**src/hdl/stereo_state_variable_filter_assert.svh**
```systemverilog
// Assertion macros shared by the stereo state variable filter RTL.
// No dependencies; included by modules that carry concurrent checks.
`ifndef STEREO_STATE_VARIABLE_FILTER_ASSERT_SVH
`define STEREO_STATE_VARIABLE_FILTER_ASSERT_SVH

// same-cycle implication
`define SSVF_ASSERT_IMP(label, clk, rst, ante, cons, msg) \
  label: assert property (@(posedge clk) disable iff (rst) (ante) |-> (cons)) \
    else $error(msg);

// next-cycle implication
`define SSVF_ASSERT_NXT(label, clk, rst, ante, cons, msg) \
  label: assert property (@(posedge clk) disable iff (rst) (ante) |=> (cons)) \
    else $error(msg);

`endif

```
**src/hdl/ssvf_pkg.sv**
```systemverilog
// Package for the stereo state variable filter: widths, payload and config types,
// register map, fixed-point helpers and the sequencer microcode ROM. No dependencies.
`default_nettype none

package ssvf_pkg;

  localparam int SAMPLE_BITS = 24;
  localparam int GUARD_BITS  = 7;
  localparam int STATE_BITS  = (SAMPLE_BITS + GUARD_BITS > 32) ? 32 : SAMPLE_BITS + GUARD_BITS;
  localparam int MEM_W       = 32;
  localparam int MEM_DEPTH   = 8;
  localparam int MEM_AW      = $clog2(MEM_DEPTH);
  localparam int COEF_FRAC   = 30;
  localparam int COEF_W      = 32;
  localparam int MUL_A_W     = COEF_W + 1;
  localparam int PROD_W      = MUL_A_W + STATE_BITS;
  localparam int ACC_W       = PROD_W + 1;
  localparam int RND_W       = ACC_W - COEF_FRAC;
  localparam int WIDE_W      = ACC_W + 2;

  localparam int DATA_W      = 32;
  localparam int REG_IDX_W   = 3;
  localparam int ADDR_W      = REG_IDX_W + 2;

  localparam logic [REG_IDX_W-1:0] REG_A1      = 3'd0;
  localparam logic [REG_IDX_W-1:0] REG_A2      = 3'd1;
  localparam logic [REG_IDX_W-1:0] REG_A3      = 3'd2;
  localparam logic [REG_IDX_W-1:0] REG_K       = 3'd3;
  localparam logic [REG_IDX_W-1:0] REG_MODE    = 3'd4;
  localparam logic [REG_IDX_W-1:0] REG_CASCADE = 3'd5;

  typedef enum logic [1:0] {
    MODE_LP    = 2'd0,
    MODE_BP    = 2'd1,
    MODE_HP    = 2'd2,
    MODE_NOTCH = 2'd3
  } mode_t;

  typedef struct packed {
    logic [30:0] a1;
    logic [30:0] a2;
    logic [30:0] a3;
    logic [31:0] k;
    mode_t       mode;
    logic        cascade;
  } cfg_t;

  localparam logic [30:0] A1_RESET = 31'h4000_0000;
  localparam logic [31:0] K_RESET  = 32'h8000_0000;

  typedef struct packed {
    logic signed [SAMPLE_BITS-1:0] left_in;
    logic signed [SAMPLE_BITS-1:0] right_in;
  } sample_t;

  typedef struct packed {
    logic signed [SAMPLE_BITS-1:0] left_out;
    logic signed [SAMPLE_BITS-1:0] right_out;
  } result_t;

  localparam logic signed [WIDE_W-1:0] ST_MAX  = (WIDE_W'(1) <<< (STATE_BITS - 1)) - WIDE_W'(1);
  localparam logic signed [WIDE_W-1:0] ST_MIN  = -ST_MAX - WIDE_W'(1);
  localparam logic signed [WIDE_W-1:0] SMP_MAX = (WIDE_W'(1) <<< (SAMPLE_BITS - 1)) - WIDE_W'(1);
  localparam logic signed [WIDE_W-1:0] SMP_MIN = -SMP_MAX - WIDE_W'(1);
  localparam logic signed [ACC_W-1:0]  RND_HALF = ACC_W'(1) <<< (COEF_FRAC - 1);

  function automatic logic signed [STATE_BITS-1:0] sat_state(input logic signed [WIDE_W-1:0] v);
    logic signed [STATE_BITS-1:0] r;
    if (v > ST_MAX)      r = ST_MAX[STATE_BITS-1:0];
    else if (v < ST_MIN) r = ST_MIN[STATE_BITS-1:0];
    else                 r = v[STATE_BITS-1:0];
    return r;
  endfunction

  function automatic logic signed [SAMPLE_BITS-1:0] sat_sample(input logic signed [WIDE_W-1:0] v);
    logic signed [SAMPLE_BITS-1:0] r;
    if (v > SMP_MAX)      r = SMP_MAX[SAMPLE_BITS-1:0];
    else if (v < SMP_MIN) r = SMP_MIN[SAMPLE_BITS-1:0];
    else                  r = v[SAMPLE_BITS-1:0];
    return r;
  endfunction

  // round half up back to the state scale
  function automatic logic signed [RND_W-1:0] rnd(input logic signed [ACC_W-1:0] a);
    logic signed [ACC_W-1:0] t;
    t = a + RND_HALF;
    return signed'(t[ACC_W-1:COEF_FRAC]);
  endfunction

  // microcode
  typedef enum logic [1:0] {MA_A1 = 2'd0, MA_A2 = 2'd1, MA_A3 = 2'd2, MA_K = 2'd3} mul_a_t;
  typedef enum logic [1:0] {MB_IC1 = 2'd0, MB_V3 = 2'd1, MB_V1 = 2'd2} mul_b_t;
  typedef enum logic [1:0] {ACC_HOLD = 2'd0, ACC_LOAD = 2'd1, ACC_ADD = 2'd2} acc_op_t;
  typedef enum logic {SEQ_NEXT = 1'b0, SEQ_END = 1'b1} seq_t;

  typedef struct packed {
    logic    rd_en;
    logic    rd_off;
    logic    ld_ic1;
    logic    ld_ic2;
    mul_a_t  mul_a;
    mul_b_t  mul_b;
    acc_op_t acc_op;
    logic    ld_v1;
    logic    ld_v2;
    logic    wr_en;
    logic    wr_off;
    seq_t    seq;
  } ucw_t;

  localparam int UC_LEN    = 9;
  localparam int STEP_W    = $clog2(UC_LEN);
  localparam logic [STEP_W-1:0] LAST_STEP = STEP_W'(UC_LEN - 1);

  localparam ucw_t UC_NOP = '{
    rd_en: 1'b0, rd_off: 1'b0, ld_ic1: 1'b0, ld_ic2: 1'b0,
    mul_a: MA_A1, mul_b: MB_IC1, acc_op: ACC_HOLD,
    ld_v1: 1'b0, ld_v2: 1'b0, wr_en: 1'b0, wr_off: 1'b0, seq: SEQ_NEXT
  };

  function automatic ucw_t ucode(input logic [STEP_W-1:0] s);
    ucw_t w;
    w = UC_NOP;
    unique case (s)
      4'd0: begin
        w.rd_en = 1'b1;
      end
      4'd1: begin
        w.rd_en  = 1'b1;
        w.rd_off = 1'b1;
        w.ld_ic1 = 1'b1;
      end
      4'd2: begin
        w.ld_ic2 = 1'b1;
        w.mul_a  = MA_A1;
        w.mul_b  = MB_IC1;
      end
      4'd3: begin
        w.mul_a  = MA_A2;
        w.mul_b  = MB_V3;
        w.acc_op = ACC_LOAD;
      end
      4'd4: begin
        w.mul_a  = MA_A2;
        w.mul_b  = MB_IC1;
        w.acc_op = ACC_ADD;
      end
      4'd5: begin
        w.mul_a  = MA_A3;
        w.mul_b  = MB_V3;
        w.acc_op = ACC_LOAD;
        w.ld_v1  = 1'b1;
      end
      4'd6: begin
        w.mul_a  = MA_K;
        w.mul_b  = MB_V1;
        w.acc_op = ACC_ADD;
        w.wr_en  = 1'b1;
      end
      4'd7: begin
        w.acc_op = ACC_LOAD;
        w.ld_v2  = 1'b1;
      end
      4'd8: begin
        w.wr_en  = 1'b1;
        w.wr_off = 1'b1;
        w.seq    = SEQ_END;
      end
      default: begin
        w.seq = SEQ_END;
      end
    endcase
    return w;
  endfunction

endpackage

`default_nettype wire

```
**src/hdl/ssvf_core.sv**
```systemverilog
// Microcoded SVF engine: step counter over the ROM in ssvf_pkg, one shared
// multiplier, accumulator and the integrator state memory. Depends on ssvf_pkg.
`default_nettype none
`include "stereo_state_variable_filter_assert.svh"

module ssvf_core (
  input  logic             clk,
  input  logic             rst,
  input  ssvf_pkg::cfg_t    cfg,
  input  logic             start,
  input  ssvf_pkg::sample_t smp,
  input  logic             hold,
  output logic             idle,
  output logic             done,
  output ssvf_pkg::result_t res
);
  import ssvf_pkg::*;

  logic                          busy;
  logic [STEP_W-1:0]             step;
  logic                          pass;
  logic                          ch;
  ucw_t                          uc;

  logic signed [STATE_BITS-1:0]  x;
  logic signed [STATE_BITS-1:0]  right_x;
  logic signed [STATE_BITS-1:0]  ic1;
  logic signed [STATE_BITS-1:0]  ic2;
  logic signed [STATE_BITS-1:0]  v3;
  logic signed [STATE_BITS-1:0]  v1;
  logic signed [STATE_BITS-1:0]  v2;
  logic signed [PROD_W-1:0]      prod;
  logic signed [ACC_W-1:0]       acc;
  logic signed [SAMPLE_BITS-1:0] y_left;

  logic [MEM_W-1:0]              mem [MEM_DEPTH];
  logic [MEM_DEPTH-1:0]          valid;
  logic [MEM_W-1:0]              mem_q;
  logic                          mem_qv;

  logic [MEM_AW-1:0]             rd_addr;
  logic [MEM_AW-1:0]             wr_addr;
  logic signed [STATE_BITS-1:0]  rd_state;
  logic signed [MUL_A_W-1:0]     a_op;
  logic signed [STATE_BITS-1:0]  b_op;
  logic signed [RND_W-1:0]       r_acc;
  logic signed [STATE_BITS-1:0]  ic1n;
  logic signed [STATE_BITS-1:0]  ic2n;
  logic signed [WIDE_W-1:0]      y_mode;
  logic signed [SAMPLE_BITS-1:0] y;
  logic                          at_end;
  logic                          more_cascade;
  logic                          last_item;
  logic                          stall;
  logic                          run;
  logic                          wr;

  assign uc       = ucode(step);
  assign rd_addr  = {pass, ch, uc.rd_off};
  assign wr_addr  = {pass, ch, uc.wr_off};
  assign rd_state = sat_state(WIDE_W'(signed'(mem_qv ? mem_q : '0)));
  assign r_acc    = rnd(acc);
  assign ic1n     = sat_state((WIDE_W'(v1) <<< 1) - WIDE_W'(ic1));
  assign ic2n     = sat_state((WIDE_W'(v2) <<< 1) - WIDE_W'(ic2));

  always_comb begin
    unique case (uc.mul_a)
      MA_A1: a_op = signed'(MUL_A_W'(cfg.a1));
      MA_A2: a_op = signed'(MUL_A_W'(cfg.a2));
      MA_A3: a_op = signed'(MUL_A_W'(cfg.a3));
      MA_K:  a_op = signed'(MUL_A_W'(cfg.k));
    endcase
  end

  always_comb begin
    unique case (uc.mul_b)
      MB_IC1:  b_op = ic1;
      MB_V3:   b_op = v3;
      MB_V1:   b_op = v1;
      default: b_op = ic1;
    endcase
  end

  // at the last step acc holds k*v1
  always_comb begin
    unique case (cfg.mode)
      MODE_LP:    y_mode = WIDE_W'(v2);
      MODE_BP:    y_mode = WIDE_W'(r_acc);
      MODE_HP:    y_mode = WIDE_W'(x) - WIDE_W'(r_acc) - WIDE_W'(v2);
      MODE_NOTCH: y_mode = WIDE_W'(x) - WIDE_W'(r_acc);
    endcase
  end

  assign y            = sat_sample(pass ? WIDE_W'(v2) : y_mode);
  assign at_end       = busy && (uc.seq == SEQ_END);
  assign more_cascade = !pass && cfg.cascade;
  assign last_item    = at_end && !more_cascade && ch;
  assign stall        = last_item && hold;
  assign run          = busy && !stall;
  assign wr           = run && uc.wr_en;
  assign done         = last_item && !hold;
  assign idle         = !busy;
  assign res          = '{left_out: y_left, right_out: y};

  always_ff @(posedge clk) begin
    if (rst) begin
      busy <= 1'b0;
      step <= '0;
      pass <= 1'b0;
      ch   <= 1'b0;
    end else if (start) begin
      busy <= 1'b1;
      step <= '0;
      pass <= 1'b0;
      ch   <= 1'b0;
    end else if (run) begin
      if (uc.seq == SEQ_NEXT) begin
        step <= step + STEP_W'(1);
      end else if (more_cascade) begin
        pass <= 1'b1;
        step <= '0;
      end else if (!ch) begin
        ch   <= 1'b1;
        pass <= 1'b0;
        step <= '0;
      end else begin
        busy <= 1'b0;
        step <= '0;
      end
    end
  end

  always_ff @(posedge clk) begin
    if (start) begin
      x       <= STATE_BITS'(smp.left_in);
      right_x <= STATE_BITS'(smp.right_in);
    end else if (run && at_end) begin
      if (more_cascade) begin
        x <= STATE_BITS'(y);
      end else if (!ch) begin
        x      <= right_x;
        y_left <= y;
      end
    end
  end

  always_ff @(posedge clk) begin
    if (run) begin
      if (uc.ld_ic1) ic1 <= rd_state;
      if (uc.ld_ic2) begin
        ic2 <= rd_state;
        v3  <= sat_state(WIDE_W'(x) - WIDE_W'(rd_state));
      end
      if (uc.ld_v1) v1 <= sat_state(WIDE_W'(r_acc));
      if (uc.ld_v2) v2 <= sat_state(WIDE_W'(ic2) + WIDE_W'(r_acc));
      prod <= PROD_W'(a_op) * PROD_W'(b_op);
      unique case (uc.acc_op)
        ACC_HOLD: acc <= acc;
        ACC_LOAD: acc <= ACC_W'(prod);
        ACC_ADD:  acc <= acc + ACC_W'(prod);
        default:  acc <= acc;
      endcase
    end
  end

  // integrator store; unwritten entries read as zero
  always_ff @(posedge clk) begin
    if (wr) begin
      mem[wr_addr] <= MEM_W'(uc.wr_off ? ic2n : ic1n);
    end
    if (run && uc.rd_en) begin
      mem_q  <= mem[rd_addr];
      mem_qv <= valid[rd_addr];
    end
  end

  always_ff @(posedge clk) begin
    if (rst) begin
      valid <= '0;
    end else if (wr) begin
      valid[wr_addr] <= 1'b1;
    end
  end

  `SSVF_ASSERT_NXT(a_start_clean, clk, rst, start, busy && step == '0 && !pass && !ch, "request did not start at step zero")
  `SSVF_ASSERT_IMP(a_step_range, clk, rst, busy, step <= LAST_STEP, "step counter past end of microcode")
  `SSVF_ASSERT_IMP(a_done_right, clk, rst, done, busy && ch && at_end, "result delivered before right channel finished")
  `SSVF_ASSERT_NXT(a_stall_holds, clk, rst, stall, busy && step == $past(step) && ch == $past(ch), "sequencer moved while stalled")
  `SSVF_ASSERT_NXT(a_done_idle, clk, rst, done, !busy, "sequencer still busy after result")

endmodule

`default_nettype wire

```
**src/hdl/stereo_state_variable_filter.sv**
```systemverilog
// Top level of the stereo state variable filter: APB register file, request
// handshake and result register around ssvf_core. Depends on ssvf_pkg and ssvf_core.
//
//   channel   signals                                   payload
//   -------   ---------------------------------------   -------------------------
//   sample    sample_valid / sample_ready               left_in, right_in
//   result    result_valid / result_ready               left_out, right_out
//   config    psel penable pwrite paddr pwdata prdata   coefficient/mode registers
//
// One request runs two 9-step microcode passes (left, then right) through the shared
// multiplier, plus a cascade pass per channel when enabled; sample_ready follows idle.
// Reset is synchronous; the eight integrator entries are cleared by valid bits at once.
// A new request is accepted while the previous result waits; the sequencer then holds
// on its final step until the result register is free.
`default_nettype none

module stereo_state_variable_filter (
  input  logic                              clk,
  input  logic                              rst,
  input  logic                              psel,
  input  logic                              penable,
  input  logic                              pwrite,
  input  logic [ssvf_pkg::ADDR_W-1:0]       paddr,
  input  logic [ssvf_pkg::DATA_W-1:0]       pwdata,
  output logic [ssvf_pkg::DATA_W-1:0]       prdata,
  output logic                              pready,
  input  logic                              sample_valid,
  output logic                              sample_ready,
  input  ssvf_pkg::sample_t                 sample,
  output logic                              result_valid,
  input  logic                              result_ready,
  output ssvf_pkg::result_t                 result
);
  import ssvf_pkg::*;

  cfg_t                 cfg;
  logic                 cfg_wr;
  logic [REG_IDX_W-1:0] reg_idx;
  logic                 start;
  logic                 idle;
  logic                 done;
  logic                 hold;
  result_t              res;

  assign pready  = 1'b1;
  assign reg_idx = paddr[ADDR_W-1:2];
  assign cfg_wr  = psel && penable && pwrite && pready;

  always_ff @(posedge clk) begin
    if (rst) begin
      cfg.a1      <= A1_RESET;
      cfg.a2      <= '0;
      cfg.a3      <= '0;
      cfg.k       <= K_RESET;
      cfg.mode    <= MODE_LP;
      cfg.cascade <= 1'b0;
    end else if (cfg_wr) begin
      unique case (reg_idx)
        REG_A1:      cfg.a1      <= pwdata[30:0];
        REG_A2:      cfg.a2      <= pwdata[30:0];
        REG_A3:      cfg.a3      <= pwdata[30:0];
        REG_K:       cfg.k       <= pwdata[31:0];
        REG_MODE:    cfg.mode    <= mode_t'(pwdata[1:0]);
        REG_CASCADE: cfg.cascade <= pwdata[0];
        default:     ;
      endcase
    end
  end

  always_comb begin
    unique case (reg_idx)
      REG_A1:      prdata = DATA_W'(cfg.a1);
      REG_A2:      prdata = DATA_W'(cfg.a2);
      REG_A3:      prdata = DATA_W'(cfg.a3);
      REG_K:       prdata = DATA_W'(cfg.k);
      REG_MODE:    prdata = DATA_W'(cfg.mode);
      REG_CASCADE: prdata = DATA_W'(cfg.cascade);
      default:     prdata = '0;
    endcase
  end

  assign sample_ready = idle;
  assign start        = sample_valid && sample_ready;
  assign hold         = result_valid && !result_ready;

  ssvf_core u_core (
    .clk   (clk),
    .rst   (rst),
    .cfg   (cfg),
    .start (start),
    .smp   (sample),
    .hold  (hold),
    .idle  (idle),
    .done  (done),
    .res   (res)
  );

  always_ff @(posedge clk) begin
    if (rst) begin
      result_valid <= 1'b0;
    end else if (done) begin
      result_valid <= 1'b1;
    end else if (result_ready) begin
      result_valid <= 1'b0;
    end
  end

  always_ff @(posedge clk) begin
    if (done) begin
      result <= res;
    end
  end

endmodule

`default_nettype wire
```
**config.mk**
```make
export PLATFORM = sky130hd
export DESIGN_NAME = stereo_state_variable_filter
export DESIGN_NICKNAME = d
export VERILOG_FILES = /design/src/hdl/ssvf_pkg.sv /design/src/hdl/ssvf_core.sv /design/src/hdl/stereo_state_variable_filter.sv
export VERILOG_INCLUDE_DIRS = /design/src /design/src/hdl
export SDC_FILE = /design/constraint.sdc
export NUM_CORES = 2
export LEC_CHECK = 0
export ABC_CLOCK_PERIOD_IN_PS = 13700
export BUFFER_PORTS_ARGS = -buffer_cell sky130_fd_sc_hd__clkbuf_2
export CAP_MARGIN = 20
export CORE_ASPECT_RATIO = 1.1
export CORE_MARGIN = 2
export CORE_UTILIZATION = 50
export DETAILED_ROUTE_END_ITERATION = 16
export GPL_ROUTABILITY_DRIVEN = 0
export PLACE_DENSITY = 0.66
export SLEW_MARGIN = 25
export SYNTH_ARGS = -nofsm -noshare
export SYNTH_HDL_FRONTEND = slang
export SYNTH_HIERARCHICAL = 1
export SYNTH_SLANG_ARGS = --single-unit
```
**constraint.sdc**
```tcl
create_clock -name clk -period 13.7 [get_ports clk]
set_input_delay 0.685 -clock clk [delete_from_list [all_inputs] [get_ports clk]]
set_output_delay 0.685 -clock clk [all_outputs]
set_load 0.05 [all_outputs]
```
Word level (Yosys, flattened, before mapping)
Memories as Yosys holds them, arrays and structs flattened. A register that Yosys moved wholly into a read port is not among the register bits.
Cells that the tools add are included.
{ "classes": {"n_addsub": 9, "n_mul": 1, "div": 0, "order_cmp": 17, "n_eq_ne": 27, "shifts": 0, "muxes": 49, "n_bitwise": 5, "n_reduce_logical": 52} }
{ "op_table": {"columns": ["cell", "count"], "rows": [
  ["$mux 31", 13],
  ["$gt 67x31->1 const B", 4],
  ["$lt 67x31->1 const B", 4],
  ["$pmux 67 s4", 1],
  ["$pmux 32 s6", 1],
  ["$pmux 33 s4", 1],
  ["$pmux 65 s2", 1],
  ["$gt 67x24->1 const B", 1],
  ["$lt 67x24->1 const B", 1],
  ["$mux 67", 1],
  ["$sub 32x31->33", 2],
  ["$add 65x31->65 const B", 1],
  ["$add 65x64->65", 1],
  ["$mul 33x31->64", 1],
  ["$mux 32", 2],
  ["$pmux 31 s2", 1],
  ["$mux 24", 2],
  ["$sub 36x31->37", 1],
  ["$add 31x35->36", 1],
  ["$sub 31x35->36", 1],
  ["$gt 35x31->1 const B", 1],
  ["$lt 35x31->1 const B", 1],
  ["$gt 32x31->1 const B", 1],
  ["$lt 32x31->1 const B", 1],
  ["37 further kinds", 115]
]} }
{ "word_totals": {"reg_bits": 556, "latch_bits": 0, "ramBits": 256, "romBits": 0, "in_bits": 92, "output_inout_bits": 83, "memories": 1} }
{ "mem_list": {"columns": ["memory", "depth", "width", "read_ports", "rd_clocked_by_memory_dff", "write_ports", "line_no", "rtl"], "rows": [
  ["u_core.mem", 8, 32, 1, 1, 1, "ssvf_core.sv:36", "logic [MEM_W-1:0] mem [MEM_DEPTH];"]
]} }

Logic depth before layout (Yosys ltp)
{ "depth": {"word_depth": 12, "mapped_depth": 45, "ltp_nobuf": 41} }

Hierarchy
Netlist, hierarchy kept.
{ "by_module_without_submodules": {"columns": ["mod", "instances", "cells_per_inst", "area_per_inst_um2"], "rows": [
  ["ssvf_core", 1, 7798, 74477.7],
  ["stereo_state_variable_filter", 1, 639, 7641.1]
]} }

Least setup slack after synthesis
No wires, ideal clock.
{ "synth_path": {"kind": "flip-flop to flip-flop", "startpoint": "register u_core.step[2]", "endpoint": "register u_core.prod[63] (data pin)", "setup_ps": 260, "arrival_time_ps": 9731, "t_required_ps": 13440, "path_slack_ps": 3709, "stages_incl_launch_ff": 41, "n_path_buf": 5, "period_less_slack_ps": 9991, "cell_sequence": "dfxtp_1 > clkbuf_1 > nor2b_1 > nand2_1 > ha_1 > clkbuf_1 > clkbuf_1 > clkbuf_1 > o21a_1 > clkbuf_1 > nor2_1 > fa_1 > inv_1 > fa_1 > inv_1 > fa_1 > inv_1 > fa_1 > [... 5 more ...] > fa_1 > inv_1 > ha_1 > a21o_1 > a21o_1 > a21oi_1 > o21ai_0 > a21o_1 > a21o_1 > nand2b_1 > o211a_1 > a211oi_1 > a41o_1 > a211oi_1 > o31ai_1 > a221o_1 > a21oi_1 > xnor2_1"} }
{ "synth_between": {"elab_chain_len": 5} }
{ "synth_rtl": {"columns": ["item", "line_no", "rtl"], "rows": [
  ["start: declaration", "ssvf_core.sv:20", "logic [STEP_W-1:0] step;"],
  ["start signal: assignment", "ssvf_core.sv:118", "step <= step + STEP_W'(1);"],
  ["$eq 4x3->1 / $eq 4x2->1 (equally long branches)", "ssvf_pkg.sv:124", "unique case (s)"],
  ["$pmux 4 s4 *", "ssvf_pkg.sv:124", null],
  ["$eq 2x2->1 (tied with other cells)", "ssvf_core.sv:67", "unique case (uc.mul_a)"],
  ["$pmux 33 s4 / $pmux 31 s2 (equally long branches)", "ssvf_core.sv:67, ssvf_core.sv:76", null],
  ["$mul 33x31->64 *", "ssvf_core.sv:156", "prod <= PROD_W'(a_op) * PROD_W'(b_op);"],
  ["end signal: assignment", "ssvf_core.sv:156", null],
  ["end: declaration", "ssvf_core.sv:32", "logic signed [PROD_W-1:0] prod;"]
]} }
Every way passes the cells marked *; elsewhere a longest branch is shown, timed or not. The select of a mux whose other input is x is not followed.
A chain may end at the register's enable or synchronous reset.

Worst setup path in the final report
{ "layout_path": {"startpoint": "register u_core.step[0]", "endpoint": "register u_core.prod[62] (data pin)"} }
The elaborated chain is that of the path after synthesis.

==> impl_metrics.tcl <==
set metrics [dict create \
    cts_buffer_depth 3 \
    tightest_slew_ns 1.145 \
    synth_adder_area_share 0.2973 \
    placed_cell_area_sq_um 85680 \
    setup_violations 0 \
    sw_frac_of_total 0.2868 \
    clkPwrFrac 0.373 \
    die_w_microns 390.4 \
    syn_area_per_cell_sq_um 9.733 \
    final_cells 10700 \
    synth_nets 9926 \
    comb_power_share 0.202 \
    dr_total_vias 64120 \
    hold_class "input port to flop" \
    wire_per_inst_microns 23.76 \
    synthCells 8437 \
    endpoint_kind "flop" \
    intPower_mw 4.774 \
    drc 0 \
    synthMuxAreaShare 0.05180 \
    cp.arrival_ns 12.01 \
    dr.first_iter.drc_count 5941 \
    mostFrequentLayoutCell "inv_1" \
    powerDensity_nw_per_um2 75.40 \
    path_clk_slew_ns 0.06 \
    drv_cap 0 \
    slew_viol_final 0 \
    skew_ns 0.08491 \
    whs_ns 0.1518 \
    cp_slowest_cell "and3_1" \
    wl_met2_microns 118200 \
    postCtsSetupBuffers 0 \
    io_buffers 171 \
    ys_dominant_reg_cell "edfxtp_1" \
    ys_types 104 \
    cts.sink_count 828 \
    critPathMostFrequentCell "fa_1" \
    critPathMaxFanout 19 \
    viasPerCell 5.995 \
    initial_core_util 0.5015 \
    grt_overflow_total 0 \
    achievable-frequency_mhz 86.02 \
    cts_buffers 88 \
    io_pins 175 \
    worst-setup-path-type "flop to flop" \
    layout_min_cycle_time_ns 11.63 \
    fin_crit_sh 0.8485 \
    routed.top_layer "met5" \
    stdcell_area_sq_um 88780 \
    firstDrtPassIters 9 \
    cp.required_ns 14.09 \
    syn2layout_area_growth_pct 8.110 \
    dpl.hpwl_microns 193300 \
    cpPeakStageDelay_ns 0.68 \
    async_reset_ff_frac 0 \
    synth_edf_count 684 \
    cts_resized 0 \
    layout.nets 9979 \
    grt_first_pass_wirelength_microns 383400 \
    met3_length_microns 23150 \
    synth_xor_area_frac 0.03911 \
    grt_setup_unrepaired "false" \
    die_y_microns 429.0 \
    wl_met1_microns 94760 \
    clk_latency_ns 0.74 \
    final_cell_mix "inv_1 (1194), fa_1 (874), nor2_1 (826)" \
    max_slew_margin 0.2367 \
    pwr-share-seq 0.425 \
    holdBufCountCts 0 \
    antenna_found_initial 5 \
    grt_start_max_net_pins 113 \
    p_sw_mw 1.920 \
    core_area_sq_um 163800 \
    netlist_area_sq_um 82120 \
    status "finished, final reports clean" \
    totalWireLength_microns 254100 \
    cts-root-buf "clkbuf_16" \
    ys_seq_elements 828 \
    cts-htree-levels 3 \
    hold_viol 0 \
    grt_pass1_vias 64600 \
    cts_tree "yes" \
    fin_util 0.5421 \
    grt_use_total 0.3016 \
    synth-compound-area-share 0.1161 \
    synth_top_family_by_area "adder cells" \
    start_kind "flop" \
    vdd_drop_max_v 0.0001142 \
    synth-simple-area-share 0.1359 \
    fin_setup_tns_ns 0 \
    dp_cells 10530 \
    ant_nets 0 \
    p_leak_nw 39.21 \
    layout-drive-gt1-share 0.09355 \
    yosysSeqAreaShare 0.2852 \
    rows 156 \
    die-area_sq_um 167500 \
    yosys_warnings 6 \
]
-- per-layer routing --
layer | global-route usage | vias to the layer above
li1 | - | 28440
met1 | 0.3727 | 31960
met2 | 0.4853 | 2903
met3 | 0.06709 | 806
met4 | 0.1768 | 8
met5 | 0 | -
-- power groups by stage --
| stage | Clock (mW) | Combinational (mW) | Sequential (mW) |
|---|---|---|---|
| 6_report | 2.50 | 1.35 | 2.84 |
| 5_1_grt | 2.63 | 1.49 | 2.84 |
| 4_1_cts | 2.54 | 1.34 | 2.84 |
| 3_5_place_dp | 0 | 1.33 | 2.90 |
| 3_3_place_gp | 0 | 1.30 | 2.90 |
| 2_1_floorplan | 0 | 0.982 | 2.87 |
-- metrics by stage --
stage / total power, mW / setup slack (ns)
2_1_floorplan: 3.853 / 3.709
6_report: 6.694 / 2.075
3_3_place_gp: 4.199 / 2.183
3_5_place_dp: 4.228 / 2.141
4_1_cts: 6.727 / 2.108
5_1_grt: 6.969 / 1.436
-- critical path: cells and delay by family, from the launching register on --
kind / cells / cell delay (ns)
AO/OA/AOI/OAI: 14 / 3.81
XOR/XNOR: 1 / 0.17
adder cells (fa/ha/maj): 10 / 4.84
buffers and inverters: 7 / 0.78
flip-flops: 1 / 0.42
AND/OR/NAND/NOR: 6 / 1.23
-- sequential cells by signal, indices dropped and copies added, names as in the netlist --
name and count:
u_core/pass 1, u_core/v2 31, u_core/y_left 24, u_core/busy 1, cfg 128, u_core/v1 31
u_core/ic2 31, u_core/mem_q 31, result_valid 1, u_core/acc 65, result 48, u_core/ic1 31
u_core/valid 8, u_core/mem 248, u_core/v3 31, u_core/step 4, u_core/x 24, u_core/right_x 24
u_core/prod 64, u_core/ch 1, u_core/mem_qv 1
-- layout make-up --
type                    instances  area, sq um
well taps                    2133         2669
clock buffers                 108         2297
inverters                    1197         4493
multi-input cells            6019        52870
repair buffers                356         2320
flip-flops and latches        828        23430
clock inverters                54        700.7
diodes                          1        2.502
fillers                     14390        74980
-- logic make-up (layout without fill, tap and decap cells) --
| family | Yosys count | after routing |
|---|---|---|
| AOI/OAI and AO/OA | 1485 | 1485 |
| xor gates and xnor gates | 351 | 351 |
| adders and majority gates | 1434 | 1434 |
| buffers and inverters | 1590 | 1715 |
| DFF | 828 | 828 |
| muxes | 298 | 298 |
| other | 1 | 2 |
| and+or+nand+nor | 2450 | 2450 |
-- final timing paths --
| path | to | start | cells after the start | slack (ns) |
|---|---|---|---|---|
| setup reg to reg | u_core/prod[62] | u_core/step[0] | 38 | 2.08 |
| hold reg to reg | result[36] | u_core/y_left[12] | 0 | 0.41 |
| setup / recovery | u_core/prod[62] | u_core/step[0] | 38 | 2.08 |
| hold / removal | u_core/right_x[17] | sample[17] | 1 | 0.15 |
-- Yosys cell counts, types with 20 or more instances --
| master | count | area [sq um] |
|---|---|---|
| inv_1 | 1195 | 4486 |
| fa_1 | 874 | 17500 |
| nor2_1 | 829 | 3112 |
| nand2_1 | 826 | 3100 |
| edfxtp_1 | 684 | 20540 |
| ha_1 | 523 | 6544 |
| o21ai_0 | 352 | 1762 |
| a21oi_1 | 337 | 1687 |
| clkbuf_1 | 314 | 1179 |
| xnor2_1 | 232 | 2032 |
| nand2b_1 | 213 | 1333 |
| a21o_1 | 150 | 1126 |
| dfxtp_1 | 144 | 2883 |
| nand3_1 | 124 | 620.6 |
| mux2i_1 | 119 | 1191 |
| xor2_1 | 109 | 954.7 |
| o21a_1 | 102 | 765.7 |
| mux4_2 | 93 | 2095 |
| nor3_1 | 87 | 435.4 |
| mux2_2 | 86 | 968.4 |
| nor2b_1 | 76 | 475.5 |
| a22oi_1 | 74 | 555.5 |
| o21ai_1 | 72 | 360.4 |
| and2_1 | 62 | 387.9 |
| o21bai_1 | 47 | 352.8 |
| and3_1 | 46 | 287.8 |
| a31oi_1 | 43 | 269.0 |
| nand4_1 | 38 | 237.7 |
| a211oi_1 | 32 | 240.2 |
| maj3_1 | 32 | 320.3 |
| a222oi_1 | 31 | 310.3 |
| or3_1 | 31 | 193.9 |
| buf_2 | 29 | 145.1 |
| buf_1 | 28 | 105.1 |
| o211ai_1 | 28 | 210.2 |
| o31ai_1 | 26 | 195.2 |
| or2_2 | 24 | 150.1 |
| o22ai_1 | 20 | 125.1 |
No activity file was read; power rests on OpenSTA's default activity.
